## src/hw/rtl/biou_back.sv

```systemverilog
module biou_back #(
  parameter int COORD_BITS = 16,
  parameter int FRAC_BITS  = 16,
  parameter int OQ_DEPTH   = 32
) (
  input  logic                              clk,
  input  logic                              rst_n,
  input  logic                              mq_empty,
  input  logic [2+6*(COORD_BITS-1)-1:0]     mq_data,
  output logic                              mq_pop,
  input  logic [$clog2(OQ_DEPTH + 1)-1:0]   oq_count,
  output logic                              oq_push,
  output logic [FRAC_BITS+1:0]              oq_data
);

  localparam int SB       = COORD_BITS - 1;
  localparam int PW       = 2 * SB;
  localparam int UW       = PW + 1;
  localparam int RW       = PW + 2;
  localparam int QW       = FRAC_BITS + 1;
  localparam int NDIV     = FRAC_BITS + 1;
  localparam int OQ_CNT_W = $clog2(OQ_DEPTH + 1);

  logic                ov_in, ins_in;
  logic [PW-1:0]       inter_in, aa_in, ab_in;
  logic [OQ_CNT_W-1:0] fl_r, fl_nxt;

  // union stage
  logic                u_v_r;
  logic                u_ov_r, u_in_r;
  logic [RW-1:0]       u_rem_r;
  logic [UW-1:0]       u_den_r, u_den_nxt;

  // divider stages, one quotient bit each
  logic                d_v_r   [NDIV];
  logic                d_ov_r  [NDIV];
  logic                d_in_r  [NDIV];
  logic [RW-1:0]       d_rem_r [NDIV];
  logic [UW-1:0]       d_den_r [NDIV];
  logic [QW-1:0]       d_q_r   [NDIV];

  logic                p_v     [NDIV];
  logic                p_ov    [NDIV];
  logic                p_in    [NDIV];
  logic [RW-1:0]       p_rem   [NDIV];
  logic [UW-1:0]       p_den   [NDIV];
  logic [QW-1:0]       p_q     [NDIV];

  logic [RW-1:0]       d_rem_nxt [NDIV];
  logic [QW-1:0]       d_q_nxt   [NDIV];

  assign {ov_in, ins_in, inter_in, aa_in, ab_in} = mq_data;

  assign mq_pop  = !mq_empty &&
                   (({1'b0, fl_r} + {1'b0, oq_count}) < (OQ_CNT_W + 1)'(OQ_DEPTH));
  assign oq_push = d_v_r[NDIV-1];
  assign oq_data = {(d_ov_r[NDIV-1] ? d_q_r[NDIV-1] : QW'(0)), d_in_r[NDIV-1]};

  always_comb begin
    fl_nxt    = fl_r + OQ_CNT_W'(mq_pop) - OQ_CNT_W'(oq_push);
    u_den_nxt = {1'b0, aa_in} + {1'b0, ab_in} - {1'b0, inter_in};
  end

  for (genvar k = 0; k < NDIV; k++) begin : g_src
    if (k == 0) begin : g_first
      assign p_v[k]   = u_v_r;
      assign p_ov[k]  = u_ov_r;
      assign p_in[k]  = u_in_r;
      assign p_rem[k] = u_rem_r;
      assign p_den[k] = u_den_r;
      assign p_q[k]   = '0;
    end else begin : g_next
      assign p_v[k]   = d_v_r[k-1];
      assign p_ov[k]  = d_ov_r[k-1];
      assign p_in[k]  = d_in_r[k-1];
      assign p_rem[k] = d_rem_r[k-1];
      assign p_den[k] = d_den_r[k-1];
      assign p_q[k]   = d_q_r[k-1];
    end
  end

  always_comb begin
    logic          ge;
    logic [RW-1:0] rsub;
    for (int k = 0; k < NDIV; k++) begin
      ge                       = p_rem[k] >= {1'b0, p_den[k]};
      rsub                     = ge ? p_rem[k] - {1'b0, p_den[k]} : p_rem[k];
      d_rem_nxt[k]             = {rsub[RW-2:0], 1'b0};
      d_q_nxt[k]               = p_q[k];
      d_q_nxt[k][NDIV-1-k]     = ge;
    end
  end

  always_ff @(posedge clk) begin
    if (!rst_n) begin
      fl_r  <= '0;
      u_v_r <= 1'b0;
      for (int k = 0; k < NDIV; k++) begin
        d_v_r[k] <= 1'b0;
      end
    end else begin
      fl_r  <= fl_nxt;
      u_v_r <= mq_pop;
      for (int k = 0; k < NDIV; k++) begin
        d_v_r[k] <= p_v[k];
      end
    end
  end

  always_ff @(posedge clk) begin
    u_ov_r  <= ov_in;
    u_in_r  <= ins_in;
    u_rem_r <= {2'b00, inter_in};
    u_den_r <= u_den_nxt;
    for (int k = 0; k < NDIV; k++) begin
      d_ov_r[k]  <= p_ov[k];
      d_in_r[k]  <= p_in[k];
      d_rem_r[k] <= d_rem_nxt[k];
      d_den_r[k] <= p_den[k];
      d_q_r[k]   <= d_q_nxt[k];
    end
  end

endmodule

```

## config.mk

```make
export PLATFORM = sky130hd
export DESIGN_NAME = biou_back
export DESIGN_NICKNAME = d
export VERILOG_FILES = /design/src/hw/rtl/biou_back.sv
export SDC_FILE = /design/constraint.sdc
export NUM_CORES = 2
export LEC_CHECK = 0
export ABC_AREA = 1
export BUFFER_PORTS_ARGS = -buffer_cell sky130_fd_sc_hd__buf_2
export CAP_MARGIN = 10
export CORE_MARGIN = 10
export CORE_UTILIZATION = 50
export DETAILED_ROUTE_END_ITERATION = 8
export PLACE_DENSITY = 0.66
export SETUP_SLACK_MARGIN = 0.05
export SYNTH_ARGS = -nofsm -noshare
export SYNTH_HDL_FRONTEND = slang
export SYNTH_SLANG_ARGS = --single-unit
```

## constraint.sdc

```tcl
create_clock -name clk -period 3.4 [get_ports clk]
set_clock_uncertainty 0.2 [all_clocks]
set_input_delay 0 -clock clk [delete_from_list [all_inputs] [get_ports clk]]
set_output_delay 0 -clock clk [all_outputs]
set_load 0.1 [all_outputs]
```

# [Word level (Yosys, flattened, before mapping)]
# Memory sizes are Yosys's and may differ from the RTL's.
# Index checks and enable logic that the tools add are counted.
[totals] input_bits=101 regBits=70 mem_bits_rw=1394 n_memories=6 elab_cells=108 output_inout_bits=20
[mem_list] memory="d_den_r" depth=17 width=31 read_ports=16 rd_clocked_by_memory_dff=0 write_ports=17 line_no="39" rtl="logic [UW-1:0] d_den_r [NDIV];"
[mem_list] memory="d_rem_r" depth=17 width=31 read_ports=16 rd_clocked_by_memory_dff=0 write_ports=17 line_no="38" rtl="logic [RW-1:0] d_rem_r [NDIV];"
[mem_list] memory="d_q_r" depth=17 width=17 read_ports=17 rd_clocked_by_memory_dff=0 write_ports=17 line_no="40" rtl="logic [QW-1:0] d_q_r [NDIV];"
[mem_list] memory="d_in_r" depth=17 width=1 read_ports=17 rd_clocked_by_memory_dff=0 write_ports=17 line_no="37" rtl="logic d_in_r [NDIV];"
[mem_list] memory="d_ov_r" depth=17 width=1 read_ports=17 rd_clocked_by_memory_dff=0 write_ports=17 line_no="36" rtl="logic d_ov_r [NDIV];"
[mem_list] memory="d_v_r" depth=17 width=1 read_ports=17 rd_clocked_by_memory_dff=0 write_ports=17 line_no="35" rtl="logic d_v_r [NDIV];"
[op_classes] addsub=22 muxes=37 order_cmp=18 reduce_logical=2 bitwise=17
[ops] operator="$mux W31" n=17
[ops] operator="$ge A32 B31 Y1" n=16
[ops] operator="$sub A31 B31 Y31" n=16
[ops] operator="$add A30 B30 Y31" n=1
[ops] operator="$ge A30 B31 Y1" n=1
[ops] operator="$sub A30 B31 Y31" n=1
[ops] operator="$sub A31 B30 Y31" n=1
[ops] operator="$mux W1" n=19
[ops] operator="$mux W17" n=1
[ops] operator="$or A1 B1 Y1" n=17
[ops] operator="$add A6 B6 Y7" n=1
[ops] operator="$lt A7 B6 Y1 const B" n=1
[ops] operator="$add A6 B1 Y6" n=1
[ops] operator="$sub A6 B1 Y6" n=1
[ops] operator="$logic_and A1 B1 Y1" n=1
[ops] operator="$logic_not A1 Y1" n=1

# [Longest topological paths before layout]
[logic_depth] word_depth=5 ltp_mapped=16

# [Least setup slack after synthesis]
# OpenSTA, ideal clock, no wires.
[synth_timing] path_type="reg2reg" start="register fl_r[5]" end="register fl_r[4]" t_arrival_ns=3.589 required_ns=3.078 path_stages_with_launch=12 setup_time_ns=0.122 slack_ns=-0.512 path_cell_list="dfxtp_1 -> ha_1 -> or4_1 -> a21oi_1 -> ha_1 -> fa_1 -> nand2_1 -> inv_1 -> or2_2 -> a21oi_1 -> o21ai_0 -> a21oi_1"
[synth_between] elab_chain_cells=5
[synth_lines] element="from (decl)" line_no="26" rtl="logic [OQ_CNT_W-1:0] fl_r, fl_nxt;"
[synth_lines] element="from (signal assigned)" line_no="102" rtl="fl_r <= fl_nxt;"
[synth_lines] element="$add A6 B6 Y7" line_no="55" rtl="(({1'b0, fl_r} + {1'b0, oq_count}) < (OQ_CNT_W + 1)'(OQ_DEPTH));"
[synth_lines] element="$lt A7 B6 Y1" line_no="55"
[synth_lines] element="$logic_and A1 B1 Y1" line_no="54" rtl="assign mq_pop = !mq_empty &&"
[synth_lines] element="via mq_pop" line_no="10" rtl="output logic mq_pop,"
[synth_lines] element="$add A6 B1 Y6" line_no="60" rtl="fl_nxt = fl_r + OQ_CNT_W'(mq_pop) - OQ_CNT_W'(oq_push);"
[synth_lines] element="$sub A6 B1 Y6" line_no="60"
# The timed path passes the listed nets, and every way through them passes these cells.
# A chain may end at the register's enable or synchronous reset.

# [Worst setup path after layout]
[layout_timing] start="input mq_data[21]" end="register u_den_r[30]"
[layout_between] elab_chain_cells=2
[layout_lines] element="from (decl)" line_no="9" rtl="input logic [2+6*(COORD_BITS-1)-1:0] mq_data,"
[layout_lines] element="$add A30 B30 Y31" line_no="61" rtl="u_den_nxt = {1'b0, aa_in} + {1'b0, ab_in} - {1'b0, inter_in};"
[layout_lines] element="$sub A31 B30 Y31" line_no="61"
[layout_lines] element="via u_den_nxt[30]" line_no="32" rtl="logic [UW-1:0] u_den_r, u_den_nxt;"
[layout_lines] element="to (signal assigned)" line_no="114" rtl="u_den_r <= u_den_nxt;"
[layout_lines] element="to (decl)" line_no="32"
# The timed path passes the listed nets, and every way through them passes these cells.

==> impl_metrics.yaml <==
run_status:
  status: "finished, final reports clean"
sta:
  hold_viol_final: 0
  slew_headroom_pct: 45.8
  rsz0062_at_grt: "no"
  fin_setup_tns_ps: 0
  setup_viol: 0
  worstMarginPinSlew_ps: 810
  finalCriticalPeriod_ps: 3230
  drv_slew: 0
  max_freq_ghz: 0.309
  final.period_utilization_pct: 95.1
drt:
  wirelength_um: 248000
  ant_nets: 0
  vias: 71200
  dr.first_iter.drc_count: 5707
  firstDrtPassIters: 6
  drt_drc_violations_left: 0
  routed_via_density: 4.89
  post_drt_wl_per_cell_um: 17.1
die:
  fp.dieW_um: 410
  die_area_um2: 168000
  core-area_um2: 152000
  chipHeight_um: 410
  io_pins: 121
  start_util_pct: 50.2
  placementRows: 143
global_routing:
  overflow: 0
  grt_antenna_before_repair: 10
  grt_pass1_wl_um: 380000
  groute.usage.overall_pct: 28.7
  grt_max_degree: 34
  grt_pass1_vias: 67600
logic_synthesis:
  ys_ff_latch: 1266
  synth.area.top_cells: "dfxtp_1 33%, nand2_1 24%, inv_1 13%"
  async_reset_ff_share_pct: 0
  synth_ff_type: "dfxtp_1"
  syn_inst: 12100
  synth.avg_cell_area_um2: 6.32
  synth-edff-count: 0
  synth_top_area_share_pct: 33.3
  synth.distinct_cells: 42
  syn_area_um2: 76200
  synth_warnings: 0
  synth_top_cell_by_area: "dfxtp_1"
  seq_area_frac_synth_pct: 33.3
  syn_nets: 12800
worst_setup_path:
  endpoint_kind: "flop"
  start_kind: "primary input"
  worstSetupPathType: "primary input to flop"
  cp.required_ps: 3870
  worstPathArrival_ps: 3700
  crit_fanout: 5
final_layout:
  layout_common_cells: "4801 x nand2_1, 2681 x inv_1, 1265 x dfxtp_1"
  layout-drive-gt1-share_pct: 4.42
  final_common_cell: "nand2_1"
  nets: 13100
  areaGrowthSynthToFinish_pct: 12.1
clock_tree:
  cts_tree: "built"
  cts-root-buf: "clkbuf_16"
  clk_pin_slew_ps: 60
  clock_latency_ps: 790
  cts_max_level: 4
  cts_buffer_depth: 3
  numCtsBuffers: 143
  postCtsSetupBuffers: 0
  cts_num_sinks: 1266
placement:
  place_congestion: 0.990
  port_buffers: 120
  hpwlAfterDp_um: 203000
run:
  cap_violations: 0
worst_hold_path:
  hp-class: "primary input to flop"
layout make-up:
cell class,instances,area (µm²)
fillers,15400,66300
clock inverters,72,1120
multi-input cells,7978,39800
repair buffers,302,2380
flip-flops and latches,1266,25300
inverters,2712,10200
diodes,4,10.0
clock buffers,189,4080
well taps,2030,2540
worst max-delay path, stage by stage:
cell and delay, ps:
dlygate4sd3_1 550, buf_2 110, inv_1 50, fa_1 520, dlygate4sd3_1 540, inv_1 40, ha_1 350, nand2_1 220
o21ai_0 180, a21oi_2 230, nor2_1 60, nor2_1 130, nand2_1 70, nand2_1 50, dlygate4sd3_1 550, nand2_1 50
Yosys cell counts, drive strengths merged, types with 59 or more instances:
cell   instances
dfxtp       1266
a21oi        326
inv         2712
ha           567
nor2         762
nand4        109
o21ai         64
xor2         239
buf          100
nand2       4828
nand3        756
nor3          59
per-layer routing:
metal	wire length (µm)	GRT usage, %
met1	104000	35.5
met2	116000	49.1
met3	15900	4.48
met4	11700	12.4
met5	0	0
per-stage QoR:
| step | utilization [%] | instance area [µm²] | hold slack [ps] | std cells | setup slack [ps] |
|---|---|---|---|---|---|
| finish | 56.3 | 85400 | 48.8 | 14600 | 168 |
| global route | 56.3 | 85400 | 104 | 14600 | 56.2 |
| CTS | 56.3 | 85400 | 22.7 | 14500 | 148 |
| detailed placement | 51.8 | 78600 | -95.6 | 14100 | 322 |
| global placement | 51.8 | 78600 | -96.6 | 14100 | 311 |
| floorplan | - | 76200 | -172 | 12100 | 193 |
worst paths after layout:
kind / to / slack [ps] / depth (start not counted) / startpoint
setup / recovery: u_den_r[30] / 170 / 16 / mq_data[21]
hold / removal: u_den_r[2] / 50 / 6 / mq_data[1]
setup reg to reg: d_rem_r[0][269] / 310 / 14 / d_den_r[0][239]
hold reg to reg: d_q_r[0][286] / 110 / 0 / d_q_r[0][269]
registers in the layout, indices dropped and copies added, names as in the netlist:
name,count
d_den_r,496
d_in_r,17
d_ov_r,17
d_q_r,153
d_rem_r,496
d_v_r,17
fl_r,6
u_den_r,31
u_in_r,1
u_ov_r,1
u_rem_r,30
u_v_r,1
logic make-up (layout without fill, tap and decap cells):
| kind of cell | Yosys count | after routing | share of synthesized area, % |
|---|---|---|---|
| DFF | 1266 | 1266 | 33.3 |
| buffers and inverters | 2816 | 3275 | 14.6 |
| adders and majority gates | 614 | 614 | 10.5 |
| AOI/OAI and AO/OA | 452 | 452 | 3.17 |
| other | 0 | 4 | 0 |
| and+or+nand+nor | 6668 | 6668 | 35.6 |
| xor gates and xnor gates | 244 | 244 | 2.80 |
repair_timing:
| item | 4_1_cts | 5_1_grt |
|---|---|---|
| hold endpoints to repair | 86 | 0 |
| gates resized for setup | 0 | 7 |
| endpoints found under the setup margin | 0 | 1 |
| hold buffers | 157 | 0 |
Power is not shown: default switching activity piles up to over one toggle a cycle in this logic, so the estimate is an artifact.
