`src/hw/rtl/biou_pkg.sv`:
```
package biou_pkg;

  localparam int MQ_DEPTH = 8;
  localparam int MQ_CNT_W = $clog2(MQ_DEPTH + 1);

endpackage

```
`src/hw/rtl/biou_front.sv`:
```
module biou_front
  import biou_pkg::*;
#(
  parameter int COORD_BITS = 16
) (
  input  logic                          clk,
  input  logic                          rst_n,
  input  logic                          in_push,
  output logic                          in_full,
  input  logic signed [COORD_BITS-1:0]  in_a_x,
  input  logic signed [COORD_BITS-1:0]  in_a_y,
  input  logic [COORD_BITS-2:0]         in_a_width,
  input  logic [COORD_BITS-2:0]         in_a_height,
  input  logic signed [COORD_BITS-1:0]  in_b_x,
  input  logic signed [COORD_BITS-1:0]  in_b_y,
  input  logic [COORD_BITS-2:0]         in_b_width,
  input  logic [COORD_BITS-2:0]         in_b_height,
  input  logic [MQ_CNT_W-1:0]           mq_count,
  output logic                          mq_push,
  output logic [2+6*(COORD_BITS-1)-1:0] mq_data
);

  localparam int CB = COORD_BITS;
  localparam int SB = COORD_BITS - 1;
  localparam int PW = 2 * SB;

  logic                accept;
  logic [MQ_CNT_W-1:0] fl_r, fl_nxt;

  // stage 1: far corners
  logic                 s1_v_r;
  logic signed [CB-1:0] s1_ax_r, s1_ay_r, s1_bx_r, s1_by_r;
  logic signed [CB:0]   s1_amx_r, s1_amy_r, s1_bmx_r, s1_bmy_r;
  logic signed [CB:0]   s1_amx_nxt, s1_amy_nxt, s1_bmx_nxt, s1_bmy_nxt;
  logic [SB-1:0]        s1_aw_r, s1_ah_r, s1_bw_r, s1_bh_r;

  // stage 2: intersection bounds, containment
  logic                 s2_v_r;
  logic signed [CB-1:0] s2_x0_r, s2_y0_r, s2_x0_nxt, s2_y0_nxt;
  logic signed [CB:0]   s2_x1_r, s2_y1_r, s2_x1_nxt, s2_y1_nxt;
  logic                 s2_in_r, s2_in_nxt;
  logic [SB-1:0]        s2_aw_r, s2_ah_r, s2_bw_r, s2_bh_r;

  // stage 3: intersection extents, overlap
  logic                 s3_v_r;
  logic signed [CB+1:0] dx, dy;
  logic [SB-1:0]        s3_wx_r, s3_wy_r, s3_wx_nxt, s3_wy_nxt;
  logic                 s3_ov_r, s3_ov_nxt;
  logic                 s3_in_r;
  logic [SB-1:0]        s3_aw_r, s3_ah_r, s3_bw_r, s3_bh_r;

  // stage 4: areas
  logic                 s4_v_r;
  logic [PW-1:0]        s4_inter_r, s4_aa_r, s4_ab_r;
  logic [PW-1:0]        s4_inter_nxt, s4_aa_nxt, s4_ab_nxt;
  logic                 s4_ov_r, s4_in_r;

  assign in_full = ({1'b0, mq_count} + {1'b0, fl_r}) >= (MQ_CNT_W + 1)'(MQ_DEPTH);
  assign accept  = in_push && !in_full;
  assign mq_push = s4_v_r;
  assign mq_data = {s4_ov_r, s4_in_r, s4_inter_r, s4_aa_r, s4_ab_r};

  always_comb begin
    fl_nxt     = fl_r + MQ_CNT_W'(accept) - MQ_CNT_W'(mq_push);

    s1_amx_nxt = $signed({in_a_x[CB-1], in_a_x}) + $signed({2'b00, in_a_width});
    s1_amy_nxt = $signed({in_a_y[CB-1], in_a_y}) + $signed({2'b00, in_a_height});
    s1_bmx_nxt = $signed({in_b_x[CB-1], in_b_x}) + $signed({2'b00, in_b_width});
    s1_bmy_nxt = $signed({in_b_y[CB-1], in_b_y}) + $signed({2'b00, in_b_height});

    s2_x0_nxt  = (s1_ax_r > s1_bx_r) ? s1_ax_r : s1_bx_r;
    s2_y0_nxt  = (s1_ay_r > s1_by_r) ? s1_ay_r : s1_by_r;
    s2_x1_nxt  = (s1_amx_r < s1_bmx_r) ? s1_amx_r : s1_bmx_r;
    s2_y1_nxt  = (s1_amy_r < s1_bmy_r) ? s1_amy_r : s1_bmy_r;
    s2_in_nxt  = (s1_ax_r >= s1_bx_r) && (s1_ay_r >= s1_by_r) &&
                 (s1_amx_r <= s1_bmx_r) && (s1_amy_r <= s1_bmy_r);

    dx         = $signed({s2_x1_r[CB], s2_x1_r}) - $signed({{2{s2_x0_r[CB-1]}}, s2_x0_r});
    dy         = $signed({s2_y1_r[CB], s2_y1_r}) - $signed({{2{s2_y0_r[CB-1]}}, s2_y0_r});
    s3_wx_nxt  = dx[SB-1:0];
    s3_wy_nxt  = dy[SB-1:0];
    s3_ov_nxt  = !dx[CB+1] && (dx != '0) && !dy[CB+1] && (dy != '0);

    s4_inter_nxt = PW'(s3_wx_r) * PW'(s3_wy_r);
    s4_aa_nxt    = PW'(s3_aw_r) * PW'(s3_ah_r);
    s4_ab_nxt    = PW'(s3_bw_r) * PW'(s3_bh_r);
  end

  always_ff @(posedge clk) begin
    if (!rst_n) begin
      fl_r   <= '0;
      s1_v_r <= 1'b0;
      s2_v_r <= 1'b0;
      s3_v_r <= 1'b0;
      s4_v_r <= 1'b0;
    end else begin
      fl_r   <= fl_nxt;
      s1_v_r <= accept;
      s2_v_r <= s1_v_r;
      s3_v_r <= s2_v_r;
      s4_v_r <= s3_v_r;
    end
  end

  always_ff @(posedge clk) begin
    s1_ax_r    <= in_a_x;
    s1_ay_r    <= in_a_y;
    s1_bx_r    <= in_b_x;
    s1_by_r    <= in_b_y;
    s1_amx_r   <= s1_amx_nxt;
    s1_amy_r   <= s1_amy_nxt;
    s1_bmx_r   <= s1_bmx_nxt;
    s1_bmy_r   <= s1_bmy_nxt;
    s1_aw_r    <= in_a_width;
    s1_ah_r    <= in_a_height;
    s1_bw_r    <= in_b_width;
    s1_bh_r    <= in_b_height;

    s2_x0_r    <= s2_x0_nxt;
    s2_y0_r    <= s2_y0_nxt;
    s2_x1_r    <= s2_x1_nxt;
    s2_y1_r    <= s2_y1_nxt;
    s2_in_r    <= s2_in_nxt;
    s2_aw_r    <= s1_aw_r;
    s2_ah_r    <= s1_ah_r;
    s2_bw_r    <= s1_bw_r;
    s2_bh_r    <= s1_bh_r;

    s3_wx_r    <= s3_wx_nxt;
    s3_wy_r    <= s3_wy_nxt;
    s3_ov_r    <= s3_ov_nxt;
    s3_in_r    <= s2_in_r;
    s3_aw_r    <= s2_aw_r;
    s3_ah_r    <= s2_ah_r;
    s3_bw_r    <= s2_bw_r;
    s3_bh_r    <= s2_bh_r;

    s4_inter_r <= s4_inter_nxt;
    s4_aa_r    <= s4_aa_nxt;
    s4_ab_r    <= s4_ab_nxt;
    s4_ov_r    <= s3_ov_r;
    s4_in_r    <= s3_in_r;
  end

endmodule

```
`config.mk`:
```
export PLATFORM = sky130hd
export DESIGN_NAME = biou_front
export DESIGN_NICKNAME = d
export VERILOG_FILES = /design/src/hw/rtl/biou_pkg.sv /design/src/hw/rtl/biou_front.sv
export SDC_FILE = /design/constraint.sdc
export NUM_CORES = 2
export LEC_CHECK = 0
export BUFFER_PORTS_ARGS = -buffer_cell sky130_fd_sc_hd__buf_2
export CAP_MARGIN = 20
export CORE_UTILIZATION = 30
export CTS_CLUSTER_DIAMETER = 150
export DETAILED_ROUTE_END_ITERATION = 10
export PLACE_DENSITY_LB_ADDON = 0.08
export SLEW_MARGIN = 30
export SYNTH_ARGS = -nofsm -noshare
export SYNTH_HDL_FRONTEND = slang
export SYNTH_SLANG_ARGS = --single-unit
```
`constraint.sdc`:
```
create_clock -name clk -period 9.6 [get_ports clk]
set_input_delay 0 -clock clk [delete_from_list [all_inputs] [get_ports clk]]
set_output_delay 0 -clock clk [all_outputs]
set_load 0.005 [all_outputs]
```
# Yosys cells after proc, flatten, opt, wreduce, memory -nomap -nowiden
# Cells that the tools add are included.
totals:
  regBits: 511
  latch_bits: 0
  ramBits: 0
  romBits: 0
  inputBits: 131
  elab_cells: 76
  n_memories: 0
op_classes:
  addsub: 9
  n_mul: 3
  div_mod_pow: 0
  magnitude_cmp: 9
  n_eq_ne: 0
  n_shift: 0
  mux: 4
  bitwise: 0
  reduce_logical: 12
op_table:
  columns: ["cell", "count"]
  rows:
  - ["multiplier 15 x 15 -> 30 bit", 3]
  - ["adder 16 x 16 -> 17 bit", 4]
  - ["nonzero test 18 bit", 2]
  - ["subtractor 17 x 16 -> 18 bit", 2]
  - ["<= comparator 17 bit", 2]
  - ["< comparator 17 bit", 2]
  - ["2-to-1 mux 17 bit", 2]
  - ["greater-or-equal comparator 16 bit", 2]
  - ["> comparator 16 bit", 2]
  - ["2-to-1 mux 16 bit", 2]
  - ["logical AND 1 bit", 7]
  - ["adder 4 x 4 -> 5 bit", 1]
  - ["greater-or-equal comparator 5 x 4 -> 1 bit, second input constant", 1]
  - ["adder 4 x 1 -> 4 bit", 1]
  - ["subtractor 4 x 1 -> 4 bit", 1]
  - ["zero test 1 bit", 3]

# Depth between registers and ports, before layout
depth:
  ltp_word: 6
  depth_mapped: 25
  ltp_nobuf: 24

# Least setup slack after synthesis
# No wires, ideal clock.
synth_path:
  path_kind: "reg-to-reg"
  from: "register s3_ah_r[6]"
  to: "register s4_aa_r[28]"
  setup_time_ns: 0.123
  arrival_ns: 6.105
  setup_slack_ns: 3.372
  stages_incl_launch_ff: 23
  path_buffers: 1
  period_less_slack_ns: 6.228
  cell_sequence: "dfxtp_1 clkbuf_1 nand2_1 fa_1 fa_1 fa_1 inv_1 fa_1 fa_1 inv_1 fa_1 inv_1 ha_1 a211o_1 a211oi_1 a21boi_2 o21bai_1 o221a_2 a41o_1 o41a_1 a21oi_1 o21ai_1 xor2_1"
synth_via:
  elab_chain_len: 1
synth_rtl:
  columns: ["element", "line", "text"]
  rows:
  - ["from (decl)", "biou_front.sv:50", "logic [SB-1:0] s3_aw_r, s3_ah_r, s3_bw_r, s3_bh_r;"]
  - ["from (signal assigned)", "biou_front.sv:134", "s3_ah_r <= s2_ah_r;"]
  - ["multiplier 15 x 15 -> 30 bit", "biou_front.sv:85", "s4_aa_nxt = PW'(s3_aw_r) * PW'(s3_ah_r);"]
  - ["via s4_aa_nxt[28]", "biou_front.sv:55", "logic [PW-1:0] s4_inter_nxt, s4_aa_nxt, s4_ab_nxt;"]
  - ["to (signal assigned)", "biou_front.sv:139", "s4_aa_r <= s4_aa_nxt;"]
  - ["to (decl)", "biou_front.sv:54", "logic [PW-1:0] s4_inter_r, s4_aa_r, s4_ab_r;"]
# The timed path passes the listed nets, and every way through them passes these cells.
# A chain may end at the register's enable or synchronous reset.

# Worst setup path in the final report
# Same ends and word-level chain as after synthesis.

==> out/metrics.cfg <==
[cts]
cts_resized=0
clock_sinks=511
tritoncts=yes
worst_skew_pair.late_latency_ns=0.65
postCtsSetupBuffers=0
htreeDepth=3
cts_root_buf=clkbuf_16
cts_hold_buf=178
clk_pin_slew_ns=0.06
cts_max_path_buffers=3
cts_inserted_buffers=69

[die]
io_pins=225
die-area_um2=134000
rows=133
initial_core_util=0.302
die_w_um=366
core_um2=131000
die_h_um=366

[cells_and_area]
drive_gt1_frac=0.0900
n_antenna_cell=0
area_growth_pct=18.0
layout.nets=5579
nFillCells=13600

[logic_synthesis]
synth_top_family_by_area=adder cells
synthFlopType=dfxtp_1
netlist_area_um2=39700
avgSynthCellArea_um2=9.64
synth_xor_area_frac=0.0309
yosysTopAreaCellShare=0.257
async_flop_share=0
synth_cell_types=81
synth_fa_ha_area_frac=0.398
synth_mux_area_frac=0.0106
syn_nets=5212
ys.warnings.count=0
yosysMostFrequentCell=inv_1
yosysSeqAreaShare=0.257
synth_area_leaders=dfxtp_1 26%, fa_1 26%, ha_1 14%
synthCells=4122
yosys-top-cells-count=793 x inv_1, 511 x dfxtp_1, 509 x fa_1, 450 x ha_1, 416 x and2_1
yosys.area.top_type=dfxtp_1
synthSimpleGateAreaFrac=0.144
synth_compound_area_frac=0.0725
synth_edf_count=0
ys_ff_latch=511

[outcome]
outcome=complete, but fails checks
violations=design-rule violations

[sta]
setup_viol=0
tightestPinTransition_ns=0.947
fmax_ghz=0.146
rsz0062_at_grt=no
finalMaxSlewViolations=0
slew_headroom=0.369
skew_ns=0.0195
min_period_ns=6.85
finalSetupTns_ns=0
finalCritPeriodShare=0.714
hold_viol=0

[grt]
grt_usage=0.164
grt_overflow_total=0
grt_pass1_wl_um=170000
grt_pass1_vias=29000
grt_antenna_before_repair=2
grt_max_degree=29

[critical_path]
end_kind=register
critPathBufInv=3
slowest_delay_ns=0.76
crit_path_max_fanout=15
crit_arrival_ns=7.39
slowest_stage=dfxtp_1
crit_top_cell=fa_1
cp.required_ns=10.14
path_cells=nand2_1 > fa_1 > fa_1 > fa_1 > inv_1 > fa_1 > fa_1 > inv_1 > fa_1 > inv_1 > ha_1 > a211o_1 > a211oi_1 > a21boi_2 > o21bai_1 > o221a_2 > a41o_1 > o41a_1 > a21oi_1 > o21ai_1 > xor2_1
startpoint_type=register
path_class=reg -> reg
critPathTopFamily=adder cells

[detailed_routing]
first_pass_iters=8
ant_nets=0
vias_per_cell=4.34
vias=27300
dr.first_iter.drc_count=1117
drc=2
routed_wl_um=108000
wl_per_cell_um=17.1

[place]
gp_congestion=0.814
io_buffers=224
dp_hpwl_um=87200

[min_path]
hold_class=in -> reg

[job]
drv_cap=0

==> per-layer routing <==
layer | global-route usage | share of wire | vias to the layer above
li1 | - | - | 13600
met1 | 0.227 | 0.49 | 13200
met2 | 0.267 | 0.46 | 391
met3 | 0.0223 | 0.034 | 108
met4 | 0.0479 | 0.023 | 2
met5 | 0 | 0.00016 | -
==> worst paths after layout <==
kind         slack (ns)  cells past startpoint           to      startpoint
max                2.75                     21  s4_aa_r[28]      s3_ah_r[6]
min                0.05                      2  s1_aw_r[11]  in_a_width[11]
max reg2reg        2.75                     21  s4_aa_r[28]      s3_ah_r[6]
min reg2reg        0.31                      0   s3_aw_r[2]      s2_aw_r[2]
==> flip-flops by register name, indices dropped and copies added (netlist names), 17 cells and up <==
signal and flops:
s2_x1_r 17, s4_aa_r 30, s1_bmy_r 17, s1_bmx_r 17
s1_amx_r 17, s4_ab_r 30, s4_inter_r 30, s1_amy_r 17
s2_y1_r 17
==> kinds of logic after synthesis <==
kind of cell,Yosys count
flip-flops,511
AND/OR/NAND/NOR,1114
buffers and inverters,908
XOR/XNOR,140
multiplexers,38
AO/OA/AOI/OAI,452
adder cells (fa/ha/maj),959
==> layout make-up <==
class	count	area, um^2	area share
timing repair buffer	410	2960	0.0632
clock buffer	89	1940	0.0415
multi-input combinational	2703	26100	0.557
inverter	794	2980	0.0636
clock inverter	39	469	0.0100
sequential	511	10200	0.218
tap	1755	2200	0.0468
==> layout by cell type (no fill, tap or decap), drive strengths merged, types with 18 or more instances in the layout <==
master       instances
xor2                30
and2               417
mux2                33
nor2               117
inv                799
clkbuf              89
a21o                57
o21ai              127
dlygate4sd3        178
a21oi              119
nand3               31
xnor2              110
or3                 18
clkinv              23
nor2b               36
nand4               19
nor3                27
nand2b              25
buf                232
dfxtp              511
fa                 509
nand2              373
ha                 450
==> stage by stage <==
stage	hold slack, ns	std cells	instance area [um^2]	utilization	worst slack [ns]
global placement	0.123	5995	42700	0.325	2.78
finish	0.0478	6301	46900	0.357	2.75
detailed placement	0.125	5995	42700	0.325	2.73
CTS	0.000347	6301	46900	0.357	2.70
floorplan	0.0277	4122	39700	-	3.37
global route	0.0268	6301	46900	0.357	2.33
Power is not shown: default switching activity piles up to over one toggle a cycle in this logic, so the estimate is an artifact.
