--- src/hw/rtl/biou_fifo.sv ---
module biou_fifo #(
  parameter int WIDTH = 8,
  parameter int DEPTH = 8
) (
  input  logic                             clk,
  input  logic                             rst_n,
  input  logic                             push,
  input  logic [WIDTH-1:0]                 wdata,
  input  logic                             pop,
  output logic [WIDTH-1:0]                 rdata,
  output logic                             empty,
  output logic [$clog2(DEPTH + 1)-1:0]     count
);

  localparam int AW = $clog2(DEPTH);
  localparam int CW = $clog2(DEPTH + 1);

  logic [WIDTH-1:0] mem_r [DEPTH];
  logic [AW-1:0]    wr_ptr_r, wr_ptr_nxt;
  logic [AW-1:0]    rd_ptr_r, rd_ptr_nxt;
  logic [CW-1:0]    cnt_r, cnt_nxt;

  always_comb begin
    wr_ptr_nxt = push ? wr_ptr_r + AW'(1) : wr_ptr_r;
    rd_ptr_nxt = pop ? rd_ptr_r + AW'(1) : rd_ptr_r;
    cnt_nxt    = cnt_r + CW'(push) - CW'(pop);
  end

  always_ff @(posedge clk) begin
    if (!rst_n) begin
      wr_ptr_r <= '0;
      rd_ptr_r <= '0;
      cnt_r    <= '0;
    end else begin
      wr_ptr_r <= wr_ptr_nxt;
      rd_ptr_r <= rd_ptr_nxt;
      cnt_r    <= cnt_nxt;
    end
  end

  always_ff @(posedge clk) begin
    if (push) begin
      mem_r[wr_ptr_r] <= wdata;
    end
  end

  assign rdata = mem_r[rd_ptr_r];
  assign empty = (cnt_r == '0);
  assign count = cnt_r;

endmodule

--- config.mk ---
export PLATFORM = sky130hd
export DESIGN_NAME = biou_fifo
export DESIGN_NICKNAME = d
export VERILOG_FILES = /design/src/hw/rtl/biou_fifo.sv
export SDC_FILE = /design/constraint.sdc
export NUM_CORES = 1
export LEC_CHECK = 0
export ABC_AREA = 1
export BUFFER_PORTS_ARGS = -buffer_cell sky130_fd_sc_hd__buf_2
export CAP_MARGIN = 20
export CORE_ASPECT_RATIO = 0.5
export CORE_MARGIN = 2
export CORE_UTILIZATION = 35
export CTS_BUF_LIST = sky130_fd_sc_hd__clkbuf_2 sky130_fd_sc_hd__clkbuf_4 sky130_fd_sc_hd__clkbuf_8
export CTS_CLUSTER_SIZE = 20
export DETAILED_ROUTE_END_ITERATION = 10
export GPL_TIMING_DRIVEN = 0
export SETUP_SLACK_MARGIN = 0.2
export SYNTH_ARGS = -nofsm -noshare
export SYNTH_HDL_FRONTEND = slang
export SYNTH_SLANG_ARGS = --single-unit
--- constraint.sdc ---
create_clock -name clk -period 2 [get_ports clk]
set_clock_uncertainty 0.15 [all_clocks]
set_input_delay 0.2 -clock clk [delete_from_list [all_inputs] [get_ports clk]]
set_output_delay 0.2 -clock clk [all_outputs]
set_load 0.03 [all_outputs]
Word-level counts from Yosys, hierarchy flattened
Memory sizes are Yosys's and may differ from the RTL's. A register that Yosys moved wholly into a read port is not among the register bits.
Index checks and enable logic that the tools add are counted.
- add/subtract/negate cells: 4
- mux-type cells: 4
- reduce and logical (&&, ||, !) cells: 1
- operator list (kind ; count):
    3-bit by 1-bit adder with 3-bit output (second input constant) ; 2
    3-bit two-way mux ; 2
    4-bit by 1-bit adder with 4-bit output ; 1
    4-bit zero test ; 1
    4-bit by 1-bit subtractor with 4-bit output ; 1
    1-bit two-way mux ; 2
- bits in registers: 10
- RAM bits: 64
- bits of input ports: 12
- output and inout bits: 13
- memories kept: 1
- memory list (name ; words ; bits a word ; rd ports ; clocked after memory_dff ; write ports ; line ; source):
    mem_r ; 8 ; 8 ; 1 ; 1 ; 1 ; 18 ; logic [WIDTH-1:0] mem_r [DEPTH];

Longest topological paths before layout
Gate-level depths: netlist of the first run.
- depth in word-level cells: 3
- mapped depth: 9
- depth with buffers taken out: 9

Least setup slack after synthesis of the first run
OpenSTA, ideal clock, no wires.
- kind: flip-flop to flip-flop
- from: register cnt_r[0], in the netlist count[0]
- to: register cnt_r[2], in the netlist count[2]
- library setup time: 119 ps
- arrival time: 1637 ps
- data required time: 1731 ps
- path slack: 93 ps
- cell stages (with the launch flop): 9
- buffers on the path: 0
- period minus slack after synthesis: 1907 ps
- path through: dfxtp_1 > inv_1 > ha_1 > inv_1 > ha_1 > inv_1 > fa_1 > o21ai_0 > a21oi_1
- cells in the longest elaborated chain, start to end: 2
- ends and longest elaborated chain (element ; line ; source):
    start, declared ; 21 ; logic [CW-1:0] cnt_r, cnt_nxt;
    start signal, assigned ; 37 ; cnt_r <= cnt_nxt;
    4-bit by 1-bit adder with 4-bit output ; 26 ; cnt_nxt = cnt_r + CW'(push) - CW'(pop);
    4-bit by 1-bit subtractor with 4-bit output ; 26 ;
Every way passes these cells.
A chain may end at the register's enable or synchronous reset.

==> impl_metrics.csv, run 1 <==
group,metric,value,unit
timing,hold_ws,0.0501,ns
clock_tree,cts_tree,"done",
worst_setup_path,r2r_setup_slack,0.30,ns
placed_design,hpwl,4.39,mm
route,wire_per_inst,13.2,um
synth,avgSynthCellArea,9.70,um2
worst_setup_path,crit_top_cell,"nand2_1",
synth,synth_warnings,0,
clock_tree,post_cts_buffers,0,
floorplanning,die_area,10800,um2
worst_setup_path,cp.required,1.65,ns
worst_setup_path,cp_cell_sequence,"buf_6 -> clkinv_8 -> clkbuf_16 -> nand2_4 -> nand3_2 -> nand2_1 -> nand2_1 -> nand2_1 -> buf_6",
timing,min_period_over_period,94.7,%
floorplanning,die_h,74.4,um
layout,layout_commonest_cell,"nand2_1",
layout,instances_no_fill,547,
timing,rsz0062_at_grt,"yes",
outcome,outcome,"completed",
synth,netlist_area,3470,um2
global_routing,met3_usage,4.70,%
route,first_pass_iters,4,
timing,hold_viol,0,
route,drt_iter0_drc,142,
clock_tree,clkTransAtPathRegs,0.07,ns
placed_design,gp_congestion,0.730,
floorplanning,io_pins,25,
timing,relSlewSlack,47.4,%
global_routing,use_met2,23.7,%
layout,most-common-layout-cells,"nand2_1 (93), inv_1 (79), edfxtp_1 (64)",
route,ant_nets,0,
layout,drive_above_1_share,24.3,%
worst_setup_path,cpPeakStageDelay,0.33,ns
worst_setup_path,crit_type,"flop to output port",
global_routing,grt_pass1_vias,2178,
floorplanning,start_util,36.4,%
global_routing,busiest_layer,"met2",
route,via_per_inst,4.22,
synth,syn_inst,358,
worst_setup_path,critical_path_peak_fanout,8,
clock_tree,h-tree-depth,3,
global_routing,overflow,0,
hold_path,hp-class,"input pin to flop",
timing,post-route-min-period,1.89,ns
timing,worst_slew_pin_slew,0.786,ns
clock_tree,clkLatencyLatePin,0.35,ns
synth,synth.distinct_cells,19,
layout,area_growth,25.0,%
synth,ys_seq_area_share,62.9,%
global_routing,grtUsageMet1,18.7,%
placed_design,dp_cells,517,
timing,setup_violations,0,
global_routing,grt_max_degree,13,
pwr,pwr_density_cell,845,nW/um2
timing,slew_viol_final,0,
floorplanning,rows,25,
clock_tree,clk_path_buf_depth,2,
flow_run,drv_cap,0,
clock_tree,cts_made_buffers,9,
global_routing,grt_pass1_wl,11.1,mm
global_routing,grt_use_total,14.8,%
route,route.detailed.drc,0,
layout,layout.nets,428,
floorplanning,design.core.area,9540,um2
floorplanning,dieWidth,145,um
worst_setup_path,worstSetupEndpointType,"output port",
synth,synth_seq_cells,77,
clock_tree,root_buffer,"clkbuf_8",
pwr,vdd_drop_max,0.000498,V
pwr,p_leak,1.97,nW
layout,diodes,0,
route,wirelength,7.23,mm
clock_tree,clock_sinks,77,
worst_setup_path,arrival,1.54,ns
synth,synthesis.nets,378,
route,num_vias,2310,
global_routing,antenna_found_initial,0,
timing,fmax,528,MHz
worst_setup_path,cpMaxStageDelayCell,"dfxtp_2",
worst_setup_path,cp-start-kind,"flop",
placed_design,port_buffers,24,
==> final timing paths <==
check	start	endpoint	cells past startpoint
worst max-delay path	flop	rdata[2]	9
worst min-delay path	push	wr_ptr_r[0]	4
worst min register to register	wr_ptr_r[0]	wr_ptr_r[0]	2
worst max register to register	count[0]	count[1]	7
==> report_power, final <==
group | leakage [nW] | internal, mW | switching (mW)
clock | 0.0837 | 0.430 | 0.553
combinational | 1.20 | 0.338 | 0.507
sequential | 0.689 | 1.80 | 0.0318
total | 1.97 | 2.57 | 1.09
==> routing by layer <==
| metal | vias to the layer above | part of all wire, % |
|---|---|---|
| met2 | 63 | 47 |
| met1 | 1036 | 44 |
| li1 | 1204 | - |
| met4 | 0 | 1.4 |
| met3 | 7 | 7.3 |
| met5 | - | 0 |
==> stage by stage <==
step                worst slack [ns]  util (%)  TNS [ns]  power [mW]  cell area (um2)
floorplan                      0.204         -         0        2.37             3470
global placement             -0.0248      39.4    -0.195        2.56             3760
detailed placement           0.00430      39.4         0        2.57             3760
global route                  0.0246      45.5         0        3.87             4340
CTS                           0.0836      43.4         0        3.62             4140
finish                         0.106      45.5         0        3.66             4340
==> repair_timing <==
| item | 4_1_cts | 5_1_grt |
|---|---|---|
| setup endpoints to repair | 48 | 25 |
| resized for setup | 29 | 40 |
| hold buffers | 12 | 0 |
| hold endpoints to repair | 71 | 0 |
| gates cloned | 1 | 2 |
| pin swaps | 2 | 18 |
==> flip-flops by register name, summed over array words and instances, names as in the netlist, named ones only <==
signal / count
count: 4
rd_ptr_r: 3
wr_ptr_r: 3
mem_r: 64
==> cell families after synthesis <==
kind of cell,after synthesis,share of synthesized area [%]
XOR/XNOR,1,0.252
AND/OR/NAND/NOR,168,20.3
adder cells (fa/ha/maj),8,3.10
flip-flops,77,62.9
buffers and inverters,93,11.9
AO/OA/AOI/OAI,11,1.59
==> cell type report <==
| type | count | area [um2] |
|---|---|---|
| well taps | 135 | 169 |
| inverters | 82 | 329 |
| repair buffers | 39 | 368 |
| clock inverters | 6 | 31.3 |
| fillers | 909 | 5200 |
| flip-flops and latches | 77 | 2180 |
| plain buffers | 11 | 138 |
| clock buffers | 9 | 124 |
| multi-input cells | 188 | 995 |
==> Yosys cell counts <==
master | number | area, um2
a21oi_1 | 7 | 35.0
buf_2 | 2 | 10.0
buf_4 | 3 | 22.5
buf_6 | 5 | 56.3
buf_8 | 1 | 15.0
dfxtp_1 | 13 | 260
edfxtp_1 | 64 | 1920
fa_1 | 1 | 20.0
ha_1 | 7 | 87.6
inv_1 | 80 | 300
inv_2 | 1 | 3.75
inv_4 | 1 | 6.26
nand2_1 | 107 | 402
nand2_2 | 10 | 62.6
nand3_1 | 34 | 170
nor2_1 | 15 | 56.3
o21ai_0 | 4 | 20.0
or2_2 | 2 | 12.5
xnor2_1 | 1 | 8.76
==> critical path: cells and delay by family (launching register included) <==
family / cells / cell delay [ns]
buffers and inverters: 4 / 0.55
DFF: 1 / 0.33
and+or+nand+nor: 5 / 0.32
(Power assumes the default switching activity.)
==> run 2: changes to the inputs <==
--- a/config.mk
+++ b/config.mk
@@ -5,7 +5,7 @@
 export SDC_FILE = /design/constraint.sdc
 export NUM_CORES = 1
 export LEC_CHECK = 0
-export ABC_AREA = 1
+export ABC_AREA = 0
 export BUFFER_PORTS_ARGS = -buffer_cell sky130_fd_sc_hd__buf_2
 export CAP_MARGIN = 20
 export CORE_ASPECT_RATIO = 0.5
==> run 2 against run 1 <==
  * Critical endpoint is now rdata[7]
  * Cell count down 39%
  * Maximum frequency is 17% lower
  * Wire length fell by 27%
  * Highest routed layer unchanged
  * Clock power up 13%
  * Global-route usage is 2.7 points lower
  * The flow now finishes with violations (negative setup slack)
  * Non-clock buffer count is 3 lower
  * First-iteration DRC count decreased by 40%
==> impl_metrics.csv, run 2 <==
group,metric,value,unit
synth,synth_edf_count,64,
route,route.detailed.drc,0,
worst_setup_path,cpPeakStageDelay,0.50,ns
route,via_per_inst,4.63,
route,wl_met1,2.52,mm
route,drt_iter0_drc,85,
worst_setup_path,cp.required,1.65,ns
pwr,vdd_drop_max,0.000483,V
outcome,outcome,"finished with violations",
outcome,violations,"negative setup slack",
clock_tree,root_buffer,"clkbuf_8",
layout,fill_cells,762,
layout,area_growth,24.1,%
flow_run,drv_cap,0,
clock_tree,h-tree-depth,3,
global_routing,grt_max_degree,14,
global_routing,antenna_found_initial,0,
layout,largest_reg_flops,64,
pwr,p_sw,0.945,mW
floorplanning,dieWidth,137,um
synth,syn_inst,160,
synth,synth_ff_type,"edfxtp_1",
timing,fmax,439,MHz
layout,layout_commonest_cell,"edfxtp_1",
synth,netlist_area,3100,um2
layout,final_util,44.5,%
route,wirelength,5.31,mm
global_routing,overflow,0,
placed_design,hpwl,3.29,mm
worst_setup_path,cp_cell_sequence,"buf_6 -> buf_12 -> buf_16 -> mux4_2 -> mux2_4 -> buf_6",
clock_tree,cts_tree,"done",
placed_design,dp_cells,303,
clock_tree,clkTransAtPathRegs,0.07,ns
synth,ys_seq_area_share,70.4,%
synth,synth.most_common_cell,"edfxtp_1",
route,highest_layer,"met4",
route,num_vias,1543,
worst_setup_path,crit_top_cell,"buf_6",
timing,min_period_over_period,114,%
worst_setup_path,timing.rr.start,"count[0]",
route,first_pass_iters,4,
global_routing,grt_pass1_wl,8.34,mm
synth,synthTopCellsByArea,"edfxtp_1 (62%), mux4_1 (13%), dfxtp_1 (8.4%)",
timing,post-route-min-period,2.28,ns
route,ant_nets,0,
timing,setup_violations,8,
route,wl_met2,2.38,mm
route,wire_per_inst,15.9,um
synth,synth_warnings,0,
worst_setup_path,cpMaxStageDelayCell,"mux4_2",
clock_tree,clock_sinks,77,
layout,most-common-layout-cells,"edfxtp_1 (64), buf_2 (16), dfxtp_1 (11)",
pwr,pwr_density_cell,953,nW/um2
clock_tree,clk_path_buf_depth,2,
pwr,pwr-share-comb,19.4,%
synth,synth_seq_cells,77,
synth,ys_async_sr_fraction,0,%
placed_design,port_buffers,24,
pwr,clockPowerShare,30.2,%
floorplanning,start_util,35.9,%
clock_tree,clkLatencyLatePin,0.34,ns
timing,hold_viol,0,
pwr,power,3.67,mW
synth,synth_top_area_share,62.0,%
global_routing,grt_pass1_vias,1583,
hold_path,hp-class,"input pin to flop",
floorplanning,io_pins,25,
pwr,p_leak,1.36,nW
timing,slew_viol_final,0,
hold_path,hp-start,"push",
floorplanning,die_h,70.6,um
placed_design,gp_congestion,0.679,
clock_tree,cts_made_buffers,9,
timing,worst_slew_pin_slew,0.720,ns
layout,diodes,0,
synth,synthesis.nets,180,
synth,synth.distinct_cells,25,
global_routing,grt_use_total,12.1,%
layout,layout.nets,232,
floorplanning,design.core.area,8650,um2
pwr,internal_power,2.72,mW
worst_setup_path,arrival,1.93,ns
floorplanning,die_area,9680,um2
timing,timing.final.ws_setup,-0.278,ns
synth,synth_top_area_cell,"edfxtp_1",
route,wl_met3,280,um
worst_setup_path,crit_type,"flop to output port",
worst_setup_path,worstSetupEndpointType,"output port",
pwr,switching_share,25.8,%
timing,relSlewSlack,52.0,%
worst_setup_path,critical_path_peak_fanout,5,
layout,largest-register,"mem_r",
pwr,seqPwrFrac,50.5,%
timing,rsz0062_at_grt,"yes",
layout,instances_no_fill,333,
worst_setup_path,cp-start-kind,"flop",
floorplanning,rows,24,
layout,drive_above_1_share,38.9,%
synth,synth_common_cells,"edfxtp_1 (64), mux4_1 (15), dfxtp_1 (13), mux2_2 (8)",
synth,avgSynthCellArea,19.4,um2
[run 2: cell count changes in the layout (fill, tap and decap cells not counted), sizes merged, moves of 3 or more]
cell,previous run,this run
dlygate4sd3,12,9
nand2,117,5
nor2,15,6
mux2,0,8
nor2b,0,3
mux2i,0,3
and2,0,7
nand3,34,0
clkinv,7,4
nand2b,0,4
o21ai,4,0
a21oi,7,1
mux4,0,16
inv,80,7
[run 2: cell families after synthesis]
family / after synthesis / share of synthesized area, %
DFF: 77 / 70.4
buffers and inverters: 13 / 2.38
AOI/OAI and AO/OA: 2 / 0.403
xor gates and xnor gates: 5 / 1.41
and+or+nand+nor: 28 / 4.68
muxes: 27 / 17.3
adders and majority gates: 8 / 3.47
[run 2: cell type report]
type                       count  area (um2)  share of cell area [%]
tap                          117         146                    3.80
buffer                         6        57.6                    1.50
clock inverter                 6        65.1                    1.69
multi-input combinational     70         895                    23.2
sequential                    77        2190                    56.8
clock buffer                   9         124                    3.22
inverter                       7        28.8                   0.748
timing repair buffer          41         345                    8.97
[run 2: power groups by stage]
stage | clock network [mW] | logic (mW) | registers [mW]
after global placement | 0 | 0.567 | 1.88
after detailed placement | 0 | 0.588 | 1.88
after floorplan | 0 | 0.375 | 1.93
final | 1.11 | 0.711 | 1.85
after CTS | 1.13 | 0.680 | 1.85
after global routing | 1.20 | 0.772 | 1.86
[run 2: layer usage]
| metal | track usage, % | vias up |
|---|---|---|
| met5 | 0 | - |
| met4 | 5.61 | 0 |
| met3 | 4.09 | 12 |
| met2 | 17.6 | 46 |
| met1 | 16.6 | 762 |
| li1 | - | 723 |
[run 2: final timing paths]
check	to	slack, ns	depth (start not counted)
worst min register to register	flop	0.39	2
worst min-delay path	wr_ptr_r[1]	0.12	3
worst max register to register	count[2]	0.28	8
worst max-delay path	rdata[7]	-0.28	6
[run 2: worst max-delay path, delay by kind of cell (launching register included)]
family / cells / cell delay [ns]
flops: 1 / 0.32
mux: 2 / 0.78
buf+inv: 4 / 0.49
[run 2: timing repair]
item,CTS,global route
resized for setup,37,11
hold endpoints to repair,65,0
setup buffers,4,1
gates cloned,1,0
setup endpoints to repair,39,10
pin swaps,0,2
hold buffers,9,0
[run 2: stage by stage]
stage / TNS [ns] / worst slack [ns] / hold slack [ns] / cell area, um2
after floorplan: 0 / 0.211 / 0.149 / 3110
after global placement: -3.62 / -0.166 / 0.311 / 3370
after detailed placement: -1.19 / -0.167 / 0.318 / 3390
after CTS: -2.25 / -0.309 / 0.0937 / 3800
after global routing: -2.49 / -0.338 / 0.124 / 3850
final: -2.00 / -0.278 / 0.122 / 3850
==> run 3: changes to the inputs <==
--- a/config.mk
+++ b/config.mk
@@ -10,11 +10,12 @@
 export CAP_MARGIN = 20
 export CORE_ASPECT_RATIO = 0.5
 export CORE_MARGIN = 2
-export CORE_UTILIZATION = 35
+export CORE_UTILIZATION = 49
 export CTS_BUF_LIST = sky130_fd_sc_hd__clkbuf_2 sky130_fd_sc_hd__clkbuf_4 sky130_fd_sc_hd__clkbuf_8
 export CTS_CLUSTER_SIZE = 20
 export DETAILED_ROUTE_END_ITERATION = 10
 export GPL_TIMING_DRIVEN = 0
+export PLACE_DENSITY = 0.67
 export SETUP_SLACK_MARGIN = 0.2
 export SYNTH_ARGS = -nofsm -noshare
 export SYNTH_HDL_FRONTEND = slang
==> run 3 against run 2 <==
  * Global-route usage rose by 5.3 points
  * Sequential cell count did not move
  * Core utilization rose by 19 points
  * Critical path type unchanged
  * Cell count fell by 8.1%
  * Critical endpoint is now rdata[0]
  * Wire length fell by 2.1%
  * Maximum frequency rose by 1.3%
  * Via count fell by 1.8%
  * The run still ends with negative setup slack left
==> impl_metrics.csv, run 3 (synthesized netlist as in run 2, its figures left out) <==
group,metric,value,unit
outcome,outcome,"finished with violations",
outcome,violations,"negative setup slack",
worst_setup_path,crit_type,"flop to output port",
clock_tree,root_buffer,"clkbuf_8",
floorplanning,dieWidth,117,um
worst_setup_path,worstSetupEndpointType,"output port",
timing,relSlewSlack,42.4,%
worst_setup_path,crit_top_cell,"buf_6",
worst_setup_path,cpMaxStageDelayCell,"mux4_2",
layout,stdcell_area,3870,um2
layout,area_growth,24.6,%
global_routing,grt_pass1_vias,1625,
layout,instances_no_fill,306,
route,wl_met3,243,um
clock_tree,clk_path_buf_depth,2,
timing,hold_viol,0,
pwr,pwr_density_cell,992,nW/um2
placed_design,port_buffers,24,
route,wirelength,5.20,mm
layout,layout_commonest_cell,"edfxtp_1",
timing,setup_violations,8,
placed_design,dpl-instance-area,3350,um2
timing,fmax,445,MHz
layout,largest-register,"mem_r",
timing,rsz0062_at_grt,"yes",
layout,largest_reg_flops,64,
placed_design,dp_cells,273,
worst_setup_path,arrival,1.90,ns
route,wl_met2,2.45,mm
route,ant_nets,0,
timing,post-route-min-period,2.25,ns
clock_tree,clkLatencyLatePin,0.33,ns
floorplanning,start_util,51.0,%
route,wl_met1,2.48,mm
layout,most-common-layout-cells,"edfxtp_1 (64), buf_2 (16), mux4_2 (13)",
layout,layout.nets,233,
route,wire_per_inst,17.0,um
worst_setup_path,cp-start-kind,"flop",
global_routing,grt_pass1_wl,8.29,mm
worst_setup_path,cp_cell_sequence,"buf_6 -> buf_12 -> buf_16 -> mux4_2 -> mux2_4 -> buf_6",
timing,worst_slew_pin_slew,0.864,ns
clock_tree,clock_sinks,77,
floorplanning,die_h,60.3,um
global_routing,grt_max_degree,15,
route,drt_iter0_drc,83,
layout,fill_cells,445,
route,num_vias,1515,
placed_design,hpwl,3.16,mm
floorplanning,rows,20,
clock_tree,clkTransAtPathRegs,0.07,ns
global_routing,overflow,0,
timing,hold_ws,0.124,ns
floorplanning,die_area,7020,um2
route,via_per_inst,4.95,
pwr,p_leak,1.37,nW
floorplanning,design.core.area,6080,um2
timing,min_period_over_period,112,%
route,highest_layer,"met4",
global_routing,antenna_found_initial,0,
timing,timing.final.ws_setup,-0.249,ns
clock_tree,h-tree-depth,3,
worst_setup_path,critical_path_peak_fanout,5,
global_routing,grt_use_total,17.4,%
hold_path,hp-class,"input pin to flop",
pwr,vdd_drop_max,0.000603,V
layout,diodes,0,
worst_setup_path,cpPeakStageDelay,0.49,ns
clock_tree,cts_tree,"done",
layout,drive_above_1_share,41.7,%
timing,slew_viol_final,0,
floorplanning,io_pins,25,
worst_setup_path,cp.required,1.65,ns
route,route.detailed.drc,0,
placed_design,gp_congestion,0.709,
flow_run,drv_cap,0,
route,first_pass_iters,4,
clock_tree,cts_made_buffers,9,
timing,fin_setup_tns,-1.96,ns
placed_design,place_worst_setup_slack,-0.0924,ns
run 3: cell count changes in the layout (fill, tap and decap cells not counted), sizes merged:
cell / before / now
bufinv: 1 / 2
buf: 36 / 37
clkbuf: 11 / 12
clkinvlp: 1 / 2
clkinv: 4 / 2
run 3: area by class of cell:
type | count | area (um2) | area share (%)
Tap cell | 88 | 110 | 2.85
Timing Repair Buffer | 42 | 372 | 9.61
Clock buffer | 10 | 131 | 3.40
Multi-Input combinational cell | 70 | 897 | 23.2
Clock inverter | 6 | 88.8 | 2.30
Inverter | 7 | 28.8 | 0.744
Buffer | 6 | 51.3 | 1.33
Sequential cell | 77 | 2190 | 56.6
run 3: power by group:
part | leakage (nW) | switching (mW) | internal (mW)
combinational | 0.579 | 0.377 | 0.365
sequential | 0.689 | 0.0424 | 1.81
clock | 0.106 | 0.525 | 0.716
total | 1.37 | 0.944 | 2.89
run 3: per-layer routing:
metal	track usage [%]	up-vias
li1	-	722
met1	23.3	752
met2	26.7	39
met3	7.30	2
met4	4.59	0
met5	0	-
run 3: metrics by stage:
| step | utilization, % | power (mW) |
|---|---|---|
| global placement | 54.9 | 2.45 |
| finish | 63.6 | 3.84 |
| floorplan | - | 2.31 |
| global route | 63.6 | 4.02 |
| CTS | 62.8 | 3.83 |
| detailed placement | 55.1 | 2.47 |
run 3: worst max-delay path, delay by kind of cell (launching register included):
kind / cells / cell delay [ns]
mux: 2 / 0.76
buf+inv: 4 / 0.47
flops: 1 / 0.32
run 3: timing repair:
item,4_1_cts,5_1_grt
hold buffers,9,0
endpoints found under the hold margin,65,0
endpoints found under the setup margin,34,29
gates resized for setup,48,11
gates cloned,1,0
buffers inserted,7,0
pin swaps,0,3
run 3: final timing paths:
kind	startpoint	to	slack [ns]	cells after the start
worst min-delay path	push	wr_ptr_r[1]	0.12	3
worst max-delay path	flop	rdata[0]	-0.25	6
worst min register to register	rd_ptr_r[1]	flop	0.40	2
worst max register to register	count[0]	count[2]	0.26	8
